<file path="src/hw/rtl/prap_pkg.sv">
// Shared types and character constants of the passive reply address parser.
package prap_pkg;

   localparam int BYTE_W  = 8;
   localparam int ADDR_W  = 32;
   localparam int PORT_W  = 16;
   localparam int FIELD_W = 10;
   localparam int COUNT_W = 2;

   localparam logic [BYTE_W-1:0]  CHAR_OPEN    = 8'h28;  // '('
   localparam logic [BYTE_W-1:0]  CHAR_COMMA   = 8'h2C;  // ','
   localparam logic [BYTE_W-1:0]  CHAR_NEWLINE = 8'h0A;  // '\n'
   localparam logic [BYTE_W-1:0]  CHAR_ZERO    = 8'h30;  // '0'
   localparam logic [BYTE_W-1:0]  CHAR_NINE    = 8'h39;  // '9'

   localparam logic [FIELD_W-1:0] BYTE_MAX     = 10'd255;
   localparam logic [COUNT_W-1:0] MAX_DIGITS   = 2'd3;

   // One received character held between the input register and the parser
   typedef struct packed {
      logic              valid;
      logic [BYTE_W-1:0] rx_byte;
   } prap_stage_type;

endpackage

</file>
<file path="src/hw/rtl/prap_if.sv">
// Valid/ready channel interfaces for reply characters and parsed addresses.
interface prap_req_if
   import prap_pkg::*;
();
   logic              valid;
   logic              ready;
   logic [BYTE_W-1:0] rx_byte;

   modport source (output valid, output rx_byte, input ready);
   modport sink   (input valid, input rx_byte, output ready);
endinterface

interface prap_rsp_if
   import prap_pkg::*;
();
   logic              valid;
   logic              ready;
   logic [ADDR_W-1:0] host_addr;
   logic [PORT_W-1:0] data_port;
   logic              out_of_range;

   modport source (output valid, output host_addr, output data_port, output out_of_range,
                   input ready);
   modport sink   (input valid, input host_addr, input data_port, input out_of_range,
                   output ready);
endinterface

</file>
<file path="src/hw/rtl/prap_input_stage.sv">
// Input register that holds one reply character until the parser takes it.
module prap_input_stage
   import prap_pkg::*;
(
   input  logic           clock,
   input  logic           reset,
   prap_req_if.sink       req_bus,
   input  logic           take,
   output prap_stage_type stage
);

   logic              valid_ff, valid_in;
   logic [BYTE_W-1:0] byte_ff;
   logic              accept;

   // Accept a beat when the register is empty or drains this cycle
   assign req_bus.ready = !valid_ff || take;
   assign accept        = req_bus.valid && req_bus.ready;

   always_comb begin
      valid_in = valid_ff;
      if (accept) begin
         valid_in = 1'b1;
      end else if (take) begin
         valid_in = 1'b0;
      end
   end

   always_ff @(posedge clock) begin
      if (reset) begin
         valid_ff <= 1'b0;
      end else begin
         valid_ff <= valid_in;
      end
   end

   // Capture the character on each accepted beat
   always_ff @(posedge clock) begin
      if (accept) begin
         byte_ff <= req_bus.rx_byte;
      end
   end

   assign stage.valid   = valid_ff;
   assign stage.rx_byte = byte_ff;

endmodule

</file>
<file path="src/hw/rtl/prap_parser.sv">
// Reply parser state and the result register that drives the response channel.
module prap_parser
   import prap_pkg::*;
(
   input  logic           clock,
   input  logic           reset,
   input  prap_stage_type stage,
   output logic           take,
   prap_rsp_if.source     rsp_bus
);

   typedef enum logic [2:0] {
      PH_WAIT = 3'd0,
      PH_NUM1 = 3'd1,
      PH_NUM2 = 3'd2,
      PH_NUM3 = 3'd3,
      PH_NUM4 = 3'd4,
      PH_NUM5 = 3'd5,
      PH_NUM6 = 3'd6
   } phase_type;

   phase_type          phase_ff, phase_in;
   logic [COUNT_W-1:0] count_ff, count_in;
   logic [FIELD_W-1:0] field_ff, field_in;
   logic [ADDR_W-1:0]  host_ff, host_in;
   logic [BYTE_W-1:0]  port_high_ff, port_high_in;
   logic               range_ff, range_in;

   logic               rsp_valid_ff, rsp_valid_in;
   logic [ADDR_W-1:0]  rsp_host_ff;
   logic [PORT_W-1:0]  rsp_port_ff;
   logic               rsp_range_ff;

   logic               reading, is_open, is_digit, is_comma, is_newline;
   logic               emits, out_free, load;
   logic [3:0]         digit;
   logic [BYTE_W-1:0]  sat_value;
   logic               over;

   // Classify the held character
   always_comb begin
      reading    = (phase_ff inside {[PH_NUM1:PH_NUM6]});
      is_open    = (stage.rx_byte == CHAR_OPEN);
      is_digit   = (stage.rx_byte inside {[CHAR_ZERO:CHAR_NINE]});
      is_comma   = (stage.rx_byte == CHAR_COMMA);
      is_newline = (stage.rx_byte == CHAR_NEWLINE);
      digit      = 4'(stage.rx_byte - CHAR_ZERO);
   end

   // Saturate the number in progress to one byte
   assign over      = (field_ff > BYTE_MAX);
   assign sat_value = over ? BYTE_MAX[BYTE_W-1:0] : field_ff[BYTE_W-1:0];

   // Only the closing newline needs a free result slot
   assign emits    = reading && (phase_ff == PH_NUM6) && is_newline;
   assign out_free = !rsp_valid_ff || rsp_bus.ready;
   assign take     = stage.valid && (!emits || out_free);
   assign load     = take && emits;

   // Advance the parse state on the character taken
   always_comb begin
      phase_in     = phase_ff;
      count_in     = count_ff;
      field_in     = field_ff;
      host_in      = host_ff;
      port_high_in = port_high_ff;
      range_in     = range_ff;
      if (take) begin
         if (!reading) begin
            if (is_open) begin
               phase_in     = PH_NUM1;
               count_in     = '0;
               field_in     = '0;
               host_in      = '0;
               port_high_in = '0;
               range_in     = 1'b0;
            end
         end else if (is_digit) begin
            if (count_ff < MAX_DIGITS) begin
               field_in = FIELD_W'((field_ff << 3) + (field_ff << 1) + {6'd0, digit});
               count_in = count_ff + 2'd1;
            end
         end else if (is_comma && (phase_ff != PH_NUM6)) begin
            count_in = '0;
            field_in = '0;
            range_in = range_ff | over;
            if (phase_ff inside {[PH_NUM1:PH_NUM4]}) begin
               host_in = {host_ff[ADDR_W-BYTE_W-1:0], sat_value};
            end else begin
               port_high_in = sat_value;
            end
            phase_in = phase_type'(phase_ff + 3'd1);
         end else if (emits) begin
            phase_in     = PH_WAIT;
            count_in     = '0;
            field_in     = '0;
            host_in      = '0;
            port_high_in = '0;
            range_in     = 1'b0;
         end
      end
   end

   always_ff @(posedge clock) begin
      if (reset) begin
         phase_ff     <= PH_WAIT;
         count_ff     <= '0;
         field_ff     <= '0;
         host_ff      <= '0;
         port_high_ff <= '0;
         range_ff     <= 1'b0;
      end else begin
         phase_ff     <= phase_in;
         count_ff     <= count_in;
         field_ff     <= field_in;
         host_ff      <= host_in;
         port_high_ff <= port_high_in;
         range_ff     <= range_in;
      end
   end

   // Hold the result until the sink takes the beat
   always_comb begin
      rsp_valid_in = rsp_valid_ff;
      if (load) begin
         rsp_valid_in = 1'b1;
      end else if (rsp_bus.ready) begin
         rsp_valid_in = 1'b0;
      end
   end

   always_ff @(posedge clock) begin
      if (reset) begin
         rsp_valid_ff <= 1'b0;
      end else begin
         rsp_valid_ff <= rsp_valid_in;
      end
   end

   always_ff @(posedge clock) begin
      if (load) begin
         rsp_host_ff  <= host_ff;
         rsp_port_ff  <= {port_high_ff, sat_value};
         rsp_range_ff <= range_ff | over;
      end
   end

   assign rsp_bus.valid        = rsp_valid_ff;
   assign rsp_bus.host_addr    = rsp_host_ff;
   assign rsp_bus.data_port    = rsp_port_ff;
   assign rsp_bus.out_of_range = rsp_range_ff;

endmodule

</file>
<file path="src/hw/rtl/passive_reply_address_parser_top.sv">
// Top level of the passive-mode reply address parser.
//
//   channel  dir  beat payload                        handshake
//   req_bus  in   rx_byte[7:0]                        valid/ready
//   rsp_bus  out  host_addr[31:0], data_port[15:0],   valid/ready
//                 out_of_range
//
// One character per cycle is accepted while no stalled result blocks a newline; the
// parse state updates in one step. A result is registered in the output register.
// Synchronous reset clears the parse state and both valid registers; no clearing pass.
// A stalled result holds back only a closing newline; that newline waits in the input
// register and no further character is accepted until the result beat is taken.
module passive_reply_address_parser_top
   import prap_pkg::*;
(
   input  logic        clock,
   input  logic        reset,
   prap_req_if.sink    req_bus,
   prap_rsp_if.source  rsp_bus
);

   prap_stage_type stage;
   logic           take;

   prap_input_stage u_input_stage (
      .clock   (clock),
      .reset   (reset),
      .req_bus (req_bus),
      .take    (take),
      .stage   (stage)
   );

   prap_parser u_parser (
      .clock   (clock),
      .reset   (reset),
      .stage   (stage),
      .take    (take),
      .rsp_bus (rsp_bus)
   );

endmodule

</file>
<file path="src/flat_wrapper.sv">
// flat-port wrapper written by rule: the top's interface ports become plain ports
module passive_reply_address_parser_top_flat import prap_pkg::*;
  (clock, reset, req_bus_valid, req_bus_rx_byte, req_bus_ready, rsp_bus_valid, rsp_bus_host_addr, rsp_bus_data_port, rsp_bus_out_of_range, rsp_bus_ready);
  prap_req_if req_bus_i ();
  prap_rsp_if rsp_bus_i ();
  input  logic clock;
  input  logic reset;
  input wire logic [$bits(req_bus_i.valid)-1:0] req_bus_valid;
  input wire logic [$bits(req_bus_i.rx_byte)-1:0] req_bus_rx_byte;
  output wire logic [$bits(req_bus_i.ready)-1:0] req_bus_ready;
  output wire logic [$bits(rsp_bus_i.valid)-1:0] rsp_bus_valid;
  output wire logic [$bits(rsp_bus_i.host_addr)-1:0] rsp_bus_host_addr;
  output wire logic [$bits(rsp_bus_i.data_port)-1:0] rsp_bus_data_port;
  output wire logic [$bits(rsp_bus_i.out_of_range)-1:0] rsp_bus_out_of_range;
  input wire logic [$bits(rsp_bus_i.ready)-1:0] rsp_bus_ready;
  assign req_bus_i.valid = req_bus_valid;
  assign req_bus_i.rx_byte = req_bus_rx_byte;
  assign req_bus_ready = req_bus_i.ready;
  assign rsp_bus_valid = rsp_bus_i.valid;
  assign rsp_bus_host_addr = rsp_bus_i.host_addr;
  assign rsp_bus_data_port = rsp_bus_i.data_port;
  assign rsp_bus_out_of_range = rsp_bus_i.out_of_range;
  assign rsp_bus_i.ready = rsp_bus_ready;
  passive_reply_address_parser_top u_core (.clock(clock), .reset(reset), .req_bus(req_bus_i), .rsp_bus(rsp_bus_i));
endmodule
</file>
<file path="config.mk">
export PLATFORM = sky130hd
export DESIGN_NAME = passive_reply_address_parser_top_flat
export DESIGN_NICKNAME = d
export VERILOG_FILES = /design/src/hw/rtl/prap_pkg.sv /design/src/hw/rtl/prap_if.sv /design/src/hw/rtl/prap_input_stage.sv /design/src/hw/rtl/prap_parser.sv /design/src/hw/rtl/passive_reply_address_parser_top.sv /design/src/flat_wrapper.sv
export SDC_FILE = /design/constraint.sdc
export NUM_CORES = 1
export LEC_CHECK = 0
export BUFFER_PORTS_ARGS = -buffer_cell sky130_fd_sc_hd__buf_2
export CELL_PAD_IN_SITES_DETAIL_PLACEMENT = 0
export CELL_PAD_IN_SITES_GLOBAL_PLACEMENT = 1
export CORE_MARGIN = 1.5
export CORE_UTILIZATION = 41
export DETAILED_ROUTE_END_ITERATION = 12
export PLACE_DENSITY = 0.84
export SYNTH_ARGS = -nofsm -noshare
export SYNTH_HDL_FRONTEND = slang
export SYNTH_SLANG_ARGS = --single-unit
</file>
<file path="constraint.sdc">
create_clock -name clock -period 4.15 [get_ports clock]
set_clock_uncertainty 0.05 [all_clocks]
set_input_delay 1.245 -clock clock [delete_from_list [all_inputs] [get_ports clock]]
set_output_delay 1.245 -clock clock [all_outputs]
set_load 0.02 [all_outputs]
</file>
==> flow_summary.yaml, run 1 <==
power:
  p_total_mw: 2.70
  combPwrFrac: 0.013
  p_int_mw: 2.20
  p_switching_mw: 0.495
  swShare: 0.183
  vdd_drop_max_mv: 0.262
  leakagePower_nw: 2.20
  clockPowerShare: 0.543
  powerDensity_mw_per_mm2: 482
  seqPwrFrac: 0.444
routing:
  first_pass_iters: 5
  vias: 2852
  drc: 0
  routed_wl_um: 7880
  post_drt_wl_per_cell_um: 13.7
  drtIter0Drc: 140
  vias_per_cell: 4.94
  ant_nets: 0
global_route:
  grt_pass1_wl_um: 12800
  overflow: 0
  antenna_found_initial: 0
  grt_pass1_vias: 2686
  grt_max_degree: 52
  gr-usage-all-layers: 0.144
clock_network:
  path_clk_slew_ns: 0.05
  cts_buffers: 17
  cts_root_buffer: "clkbuf_8"
  insertion_delay_ns: 0.51
  cts_tree: "done"
  hold_buffers: 0
  clk_path_buf_depth: 2
  clkSinkCount: 115
  cts_htree_levels: 4
  postCtsSetupRepairBufs: 0
  cts.repair.resized: 0
cells_and_area:
  final_cell_area_mm2: 0.00560
  fin_util: 0.519
  diodes: 0
  layout.cells.non_filler: 577
  syn2layout_area_growth_pct: 23.8
  drive_above_1_share: 0.263
  final_net_count: 456
  nFillCells: 915
  multiInputGateArea_mm2: 0.00148
  seq_area_mm2: 0.00287
synthesis:
  synth_top_cell_by_area: "edfxtp_1"
  syn_nets: 385
  yosys_warnings: 0
  synth_area_leaders: "edfxtp_1 (38%), dfxtp_1 (26%), ha_1 (5.0%)"
  syn_area_mm2: 0.00452
  yosysTopAreaCellShare: 0.378
  ys_seq_area_frac: 0.635
  synth-edff-count: 57
  synthArstFlopShare: 0
  avgSynthCellArea_um2: 12.8
  synth_cells: 353
  ys_types: 47
  ys.flop_type: "dfxtp_1"
  ys_ff_latch: 115
job:
  drv_cap: 0
die:
  dieArea_mm2: 0.0117
  io_pins: 63
  dieHeight_um: 108
  start_util: 0.419
  core_mm2: 0.0108
  rows: 38
  die_w_um: 108
sta:
  maxSlewHeadroom: 0.237
  setup_viol: 0
  layout_setup_ws_ns: 0.346
  tightest_slew_ns: 1.14
  slew_viol_final: 0
  setup-tns-final_ns: 0
  period_share: 0.917
  rsz0062_at_grt: "no"
  hold_viol: 0
  min_period_ns: 3.80
  fmaxAchievable_mhz: 263
  hold_ws_ns: 0.376
status:
  outcome: "finished, final reports clean"
placement:
  dp.cells: 545
  gp_congestion: 0.766
  pre_cts_ws_ns: 0.343
  post_dp_cell_area_mm2: 0.00499
  port-buffer-count: 62
  dpl.hpwl_um: 5320
setup_path:
  cp_data_required_time_ns: 2.85
  end_kind: "output pin"
  arrival_ns: 2.51
  crit_type: "input port to output pin"
  start_kind: "input port"
  cp_max_fo: 3
min_path:
  hold_path.class: "register to register"
layout by cell type, fill, tap and decap left out, types with 2 or more instances in the layout:
master and count:
buf_2 62, dfxtp_1 58, edfxtp_1 57, inv_1 29, nand2b_1 25, nor2_1 20, ha_1 18, o22ai_1 16
clkbuf_16 16, nand3_1 11, a22o_1 10, o32ai_1 10, o2bb2ai_1 9, o21ai_0 8, nand2_1 7, a21oi_1 7
xnor2_1 6, o32ai_2 6, buf_4 5, nor2b_1 4, bufinv_16 4, clkinv_2 4, or3_1 3, a21oi_2 3
clkbuf_8 3, and3_1 2, or2_2 2, nor3b_1 2, fa_1 2, clkbuf_1 2
flip-flops by register name (all words and copies together), names as in the netlist:
name and count:
u_core.u_input_stage.byte_ff 8, u_core.u_parser.rsp_bus.out_of_range 1, u_core.u_parser.port_high_ff 8, u_core.u_parser.rsp_bus.host_addr 32, u_core.u_parser.count_ff 2, u_core.u_parser.field_ff 10, u_core.u_parser.rsp_bus.valid 1, u_core.u_parser.host_ff 32
u_core.u_parser.range_ff 1, u_core.u_parser.rsp_bus.data_port 16, u_core.u_parser.phase_ff 3, u_core.u_input_stage.valid_ff 1
cell usage after synthesis (3+ instances only):
library cell	n
nand3_1	11
nand2_1	7
o21ai_0	8
nand2b_1	25
inv_1	29
o32ai_2	6
or3_1	3
o22ai_1	16
o2bb2ai_1	9
buf_2	3
ha_1	18
o32ai_1	10
nor2_1	21
edfxtp_1	57
a22o_1	10
nor2b_1	5
a21oi_2	3
dfxtp_1	58
clkbuf_1	10
a21oi_1	7
xnor2_1	6
area by class of cell:
cell class | count | share of cell area
flip-flops and latches | 115 | 0.513
inverters | 30 | 0.0201
well taps | 140 | 0.0313
multi-input cells | 193 | 0.265
repair buffers | 67 | 0.0621
clock inverters | 11 | 0.0286
clock buffers | 21 | 0.0802
final timing paths:
| kind | startpoint | to | slack [ns] | cells past startpoint |
|---|---|---|---|---|
| worst max-delay path | rsp_bus_ready | req_bus_ready | 0.35 | 5 |
| worst min register to register | u_core.u_parser.host_ff[28] | u_core.u_parser.rsp_bus.host_addr[28] | 0.38 | 0 |
| worst max register to register | u_core.u_parser.phase_ff[0] | u_core.u_parser.host_ff[3] | 1.41 | 7 |
| worst min-delay path | u_core.u_parser.host_ff[28] | u_core.u_parser.rsp_bus.host_addr[28] | 0.38 | 0 |
logic make-up after synthesis:
| kind of cell | synth area share |
|---|---|
| buffers and inverters | 0.0398 |
| adders and majority gates | 0.0586 |
| muxes | 0.00470 |
| xor gates and xnor gates | 0.0116 |
| and+or+nand+nor | 0.105 |
| DFF | 0.635 |
| AOI/OAI and AO/OA | 0.145 |
critical path: stages:
cell      delay, ns
buf_2          0.10
nand2b_1       0.17
or4_4          0.52
or2_2          0.31
buf_2          0.16
power groups by stage:
stage	Clock (mW)	Sequential, mW	Combinational [mW]
floorplan	0	1.22	0.0245
global placement	0	1.22	0.0333
detailed placement	0	1.22	0.0337
CTS	1.50	1.20	0.0344
global route	1.55	1.20	0.0376
finish	1.47	1.20	0.0339
routing by layer:
metal  vias up  wire [um]  track usage
met3        12        350       0.0488
met4         0        138       0.0705
met2        69       3750        0.222
met5         -          0            0
met1      1321       3650        0.182
li1       1450          -            -
No activity file was read; power rests on OpenSTA's default activity.
==> run 2: changes to the inputs <==
--- a/config.mk
+++ b/config.mk
@@ -5,7 +5,7 @@
 export SDC_FILE = /design/constraint.sdc
 export NUM_CORES = 1
 export LEC_CHECK = 0
-export BUFFER_PORTS_ARGS = -buffer_cell sky130_fd_sc_hd__buf_2
+export BUFFER_PORTS_ARGS = -buffer_cell sky130_fd_sc_hd__buf_4
 export CELL_PAD_IN_SITES_DETAIL_PLACEMENT = 0
 export CELL_PAD_IN_SITES_GLOBAL_PLACEMENT = 1
 export CORE_MARGIN = 1.5
==> flow_summary.yaml, run 2 (same netlist as run 1, synthesis figures left out) <==
status:
  outcome: "finished, final reports clean"
setup_path:
  rr_worst_depth: 7
  cp_max_fo: 3
  cp_data_required_time_ns: 2.85
  r2r-end: "u_core.u_parser.host_ff[21]"
  cpMaxStageDelayCell: "or4_4"
  start_kind: "input port"
  crit_type: "input port to output pin"
  reg2reg_setup_slack_ns: 1.43
  crit_start: "rsp_bus_ready"
  path_cells: "buf_4 -> nand2b_1 -> or4_4 -> or2_2 -> buf_4"
  critPathMostFrequentCell: "buf_4"
  arrival_ns: 2.53
  critPathMaxStageDelay_ns: 0.53
  worst_r2r_startpoint: "u_core.u_input_stage.byte_ff[7]"
  endpoint: "req_bus_ready"
  end_kind: "output pin"
clock_network:
  cts_tree: "done"
  hold_buffers: 0
  clk_path_buf_depth: 2
  cts_root_buffer: "clkbuf_8"
  cts_buffers: 17
  path_clk_slew_ns: 0.05
  cts.repair.resized: 0
  clkSinkCount: 115
  postCtsSetupRepairBufs: 0
  insertion_delay_ns: 0.49
  cts_htree_levels: 4
sta:
  setup-tns-final_ns: 0
  rsz0062_at_grt: "no"
  hold_viol: 0
  setup_viol: 0
  period_share: 0.922
  maxSlewHeadroom: 0.283
  tightest_slew_ns: 1.07
  min_period_ns: 3.82
  slew_viol_final: 0
  hold_ws_ns: 0.380
  fmaxAchievable_mhz: 261
power:
  leakagePower_nw: 2.20
  powerDensity_mw_per_mm2: 444
  vdd_drop_max_mv: 0.240
  p_total_mw: 2.52
routing:
  first_pass_iters: 4
  routed_wl_um: 8010
  drc: 0
  post_drt_wl_per_cell_um: 13.9
  vias: 2833
  ant_nets: 0
  vias_per_cell: 4.93
  drtIter0Drc: 152
global_route:
  antenna_found_initial: 0
  grt_max_degree: 52
  grt_pass1_vias: 2711
  gr-usage-all-layers: 0.145
  overflow: 0
  grt_pass1_wl_um: 13000
job:
  drv_cap: 0
die:
  die_w_um: 108
  rows: 38
  io_pins: 63
  core_mm2: 0.0108
  start_util: 0.419
  dieArea_mm2: 0.0117
  dieHeight_um: 108
cells_and_area:
  fin_util: 0.526
  drive_above_1_share: 0.267
  most-common-layout-cells: "buf_4 (66), dfxtp_1 (58), edfxtp_1 (57)"
  layout.cells.most_common: "buf_4"
  final_net_count: 455
  diodes: 0
  syn2layout_area_growth_pct: 25.5
placement:
  port-buffer-count: 62
  dpl.hpwl_um: 5380
  gp_congestion: 0.753
min_path:
  hold_path.class: "register to register"
==> run 2: cell types whose count changed in the layout (fill, tap and decap cells not counted) <==
cell	before	now
clkinvlp_4	1	4
clkbuf_8	3	2
inv_6	0	2
buf_4	5	66
clkbuf_1	2	0
clkinv_1	1	0
clkinv_2	4	5
buf_2	62	0
bufinv_16	4	1
==> run 2: stage by stage <==
stage / cells / instance area, um^2 / worst slack, ns
5_1_grt: 575 / 5680 / 0.312
4_1_cts: 575 / 5680 / 0.326
2_1_floorplan: 353 / 4520 / 0.0594
6_report: 575 / 5680 / 0.326
3_3_place_gp: 544 / 5140 / 0.355
3_5_place_dp: 544 / 5140 / 0.330
==> run 2: how the worst min path moves through the flow <==
| stage | from | endpoint | slack, ns | cells after the start |
|---|---|---|---|---|
| after floorplan | u_core.u_parser.host_ff[24] | u_core.u_parser.rsp_bus.host_addr[24] | 0.36 | 0 |
| after global placement | u_core.u_parser.host_ff[27] | u_core.u_parser.rsp_bus.host_addr[27] | 0.36 | 0 |
| after detailed placement | u_core.u_parser.port_high_ff[5] | u_core.u_parser.rsp_bus.data_port[13] | 0.37 | 0 |
| after CTS | u_core.u_parser.port_high_ff[5] | u_core.u_parser.rsp_bus.data_port[13] | 0.38 | 0 |
| after global routing | u_core.u_parser.port_high_ff[5] | u_core.u_parser.rsp_bus.data_port[13] | 0.39 | 0 |
| final | u_core.u_parser.host_ff[25] | u_core.u_parser.rsp_bus.host_addr[25] | 0.38 | 0 |
==> run 2: worst max-delay path: cells and delay by family <==
kind	cells	cell delay, ns
simple gates	3	1.02
buf+inv	2	0.27
==> run 2: area by class of cell <==
class	count	area [um^2]
clock buffer	18	428
clock inverter	13	111
fill	931	5120
inverter	30	113
multi-input combinational	193	1480
sequential	115	2870
tap	140	175
timing repair buffer	66	495
==> run 2: per-layer routing <==
metal / global-route usage / wire length, um / vias to the layer above
li1: - / - / 1451
met1: 0.185 / 3770 / 1321
met2: 0.233 / 3920 / 59
met3: 0.0482 / 295 / 2
met4: 0.0498 / 30 / 0
met5: 0 / 0 / -
==> run 2: power breakdown <==
part | switching, mW | internal, mW | leakage, nW
logic | 0.0201 | 0.0165 | 0.927
clock network | 0.484 | 0.802 | 0.259
registers | 0.00781 | 1.19 | 1.02
==> run 3: changes to the inputs <==
==> constraint.sdc (replaced) <==
create_clock -name clock -period 4.15 [get_ports clock]
set_clock_uncertainty 0.05 [all_clocks]
set_input_delay 1.0375 -clock clock [delete_from_list [all_inputs] [get_ports clock]]
set_output_delay 1.0375 -clock clock [all_outputs]
set_load 0.02 [all_outputs]
==> flow_summary.yaml, run 3 (same netlist as run 1, synthesis figures left out) <==
status:
  outcome: "finished, final reports clean"
placement:
  dpl.hpwl_um: 5440
  dp.cells: 545
  gp_congestion: 0.753
  port-buffer-count: 62
  post_dp_cell_area_mm2: 0.00514
clock_network:
  cts_buffers: 17
  cts_htree_levels: 4
  clkSinkCount: 115
  path_clk_slew_ns: 0.06
  insertion_delay_ns: 0.51
  postCtsSetupRepairBufs: 0
  cts_tree: "done"
  cts.repair.resized: 0
  hold_buffers: 0
  cts_root_buffer: "clkbuf_8"
  clk_path_buf_depth: 2
die:
  io_pins: 63
  rows: 38
  start_util: 0.419
  dieHeight_um: 108
  die_w_um: 108
  dieArea_mm2: 0.0117
  core_mm2: 0.0108
job:
  drv_cap: 0
power:
  seqPwrFrac: 0.427
  leakagePower_nw: 2.26
  swShare: 0.197
  vdd_drop_max_mv: 0.357
  p_switching_mw: 0.552
  powerDensity_mw_per_mm2: 484
  combPwrFrac: 0.013
  clockPowerShare: 0.559
  p_int_mw: 2.25
sta:
  maxSlewHeadroom: 0.267
  tightest_slew_ns: 1.10
  setup-tns-final_ns: 0
  hold_viol: 0
  period_share: 0.817
  fmaxAchievable_mhz: 295
  slew_viol_final: 0
  min_period_ns: 3.39
  rsz0062_at_grt: "no"
  setup_viol: 0
cells_and_area:
  layout.cells.most_common: "buf_4"
  most-common-layout-cells: "buf_4 (67), dfxtp_1 (58), edfxtp_1 (57)"
  final_net_count: 456
  layout.cells.non_filler: 577
  final_cell_area_mm2: 0.00579
  drive_above_1_share: 0.268
  syn2layout_area_growth_pct: 27.9
  nFillCells: 878
  diodes: 0
setup_path:
  crit_start: "rsp_bus_ready"
  rr_worst_depth: 7
  end_kind: "output pin"
  cp_max_fo: 3
  start_kind: "input port"
  reg2reg_setup_slack_ns: 1.41
  cp_data_required_time_ns: 3.06
  crit_type: "input port to output pin"
  r2r-end: "u_core.u_parser.host_ff[1]"
  endpoint: "req_bus_ready"
  arrival_ns: 2.30
  worst_r2r_startpoint: "u_core.u_parser.phase_ff[0]"
global_route:
  gr-usage-all-layers: 0.152
  grt_pass1_wl_um: 13400
  overflow: 0
  grt_max_degree: 52
  antenna_found_initial: 0
  grt_pass1_vias: 2730
routing:
  first_pass_iters: 5
  post_drt_wl_per_cell_um: 14.6
  vias_per_cell: 5.08
  drc: 0
  ant_nets: 0
  drtIter0Drc: 121
  routed_wl_um: 8430
  vias: 2933
min_path:
  hold_path.class: "register to register"
run 3: cell type report:
type / count / area [um^2] / share of cell area
Sequential cell: 115 / 2870 / 0.496
Clock inverter: 14 / 225 / 0.0389
Multi-Input combinational cell: 193 / 1480 / 0.256
Clock buffer: 18 / 418 / 0.0722
Tap cell: 140 / 175 / 0.0303
Timing Repair Buffer: 67 / 503 / 0.0869
Inverter: 30 / 113 / 0.0195
run 3: worst min path at each step:
stage                           startpoint                                    end  slack, ns  depth (start not counted)
2_1_floorplan  u_core.u_parser.host_ff[24]  u_core.u_parser.rsp_bus.host_addr[24]       0.36                          0
3_3_place_gp   u_core.u_parser.host_ff[27]  u_core.u_parser.rsp_bus.host_addr[27]       0.36                          0
3_5_place_dp   u_core.u_parser.host_ff[29]  u_core.u_parser.rsp_bus.host_addr[29]       0.37                          0
4_1_cts        u_core.u_parser.host_ff[29]  u_core.u_parser.rsp_bus.host_addr[29]       0.38                          0
5_1_grt        u_core.u_parser.host_ff[29]  u_core.u_parser.rsp_bus.host_addr[29]       0.38                          0
6_report       u_core.u_parser.host_ff[29]  u_core.u_parser.rsp_bus.host_addr[29]       0.38                          0
run 3: stage by stage:
step                      power [mW]  utilization  worst slack [ns]  hold slack [ns]
final                           2.80        0.536             0.760            0.380
after global routing            2.89        0.536             0.691            0.384
after CTS                       2.83        0.536             0.759            0.381
after detailed placement        1.26        0.477             0.767            0.367
after global placement          1.26        0.477             0.771            0.364
after floorplan                 1.24            -             0.267            0.358
run 3: critical path: stages:
cell	delay (ns)
buf_4	0.10
nand2b_1	0.16
or4_4	0.52
or2_2	0.31
buf_4	0.16
run 3: power by group through the flow:
stage	combinational (mW)	clock, mW	sequential [mW]
after CTS	0.0371	1.59	1.20
final	0.0370	1.57	1.20
after global routing	0.0412	1.65	1.20
after global placement	0.0358	0	1.22
after detailed placement	0.0366	0	1.22
after floorplan	0.0245	0	1.22
run 3: per-layer routing:
metal  track usage  vias up  wire length (um)
li1              -     1458                 -
met1         0.186     1389              3750
met2         0.245       74              4130
met3        0.0476       12               402
met4        0.0714        0               148
met5             0        -                 0
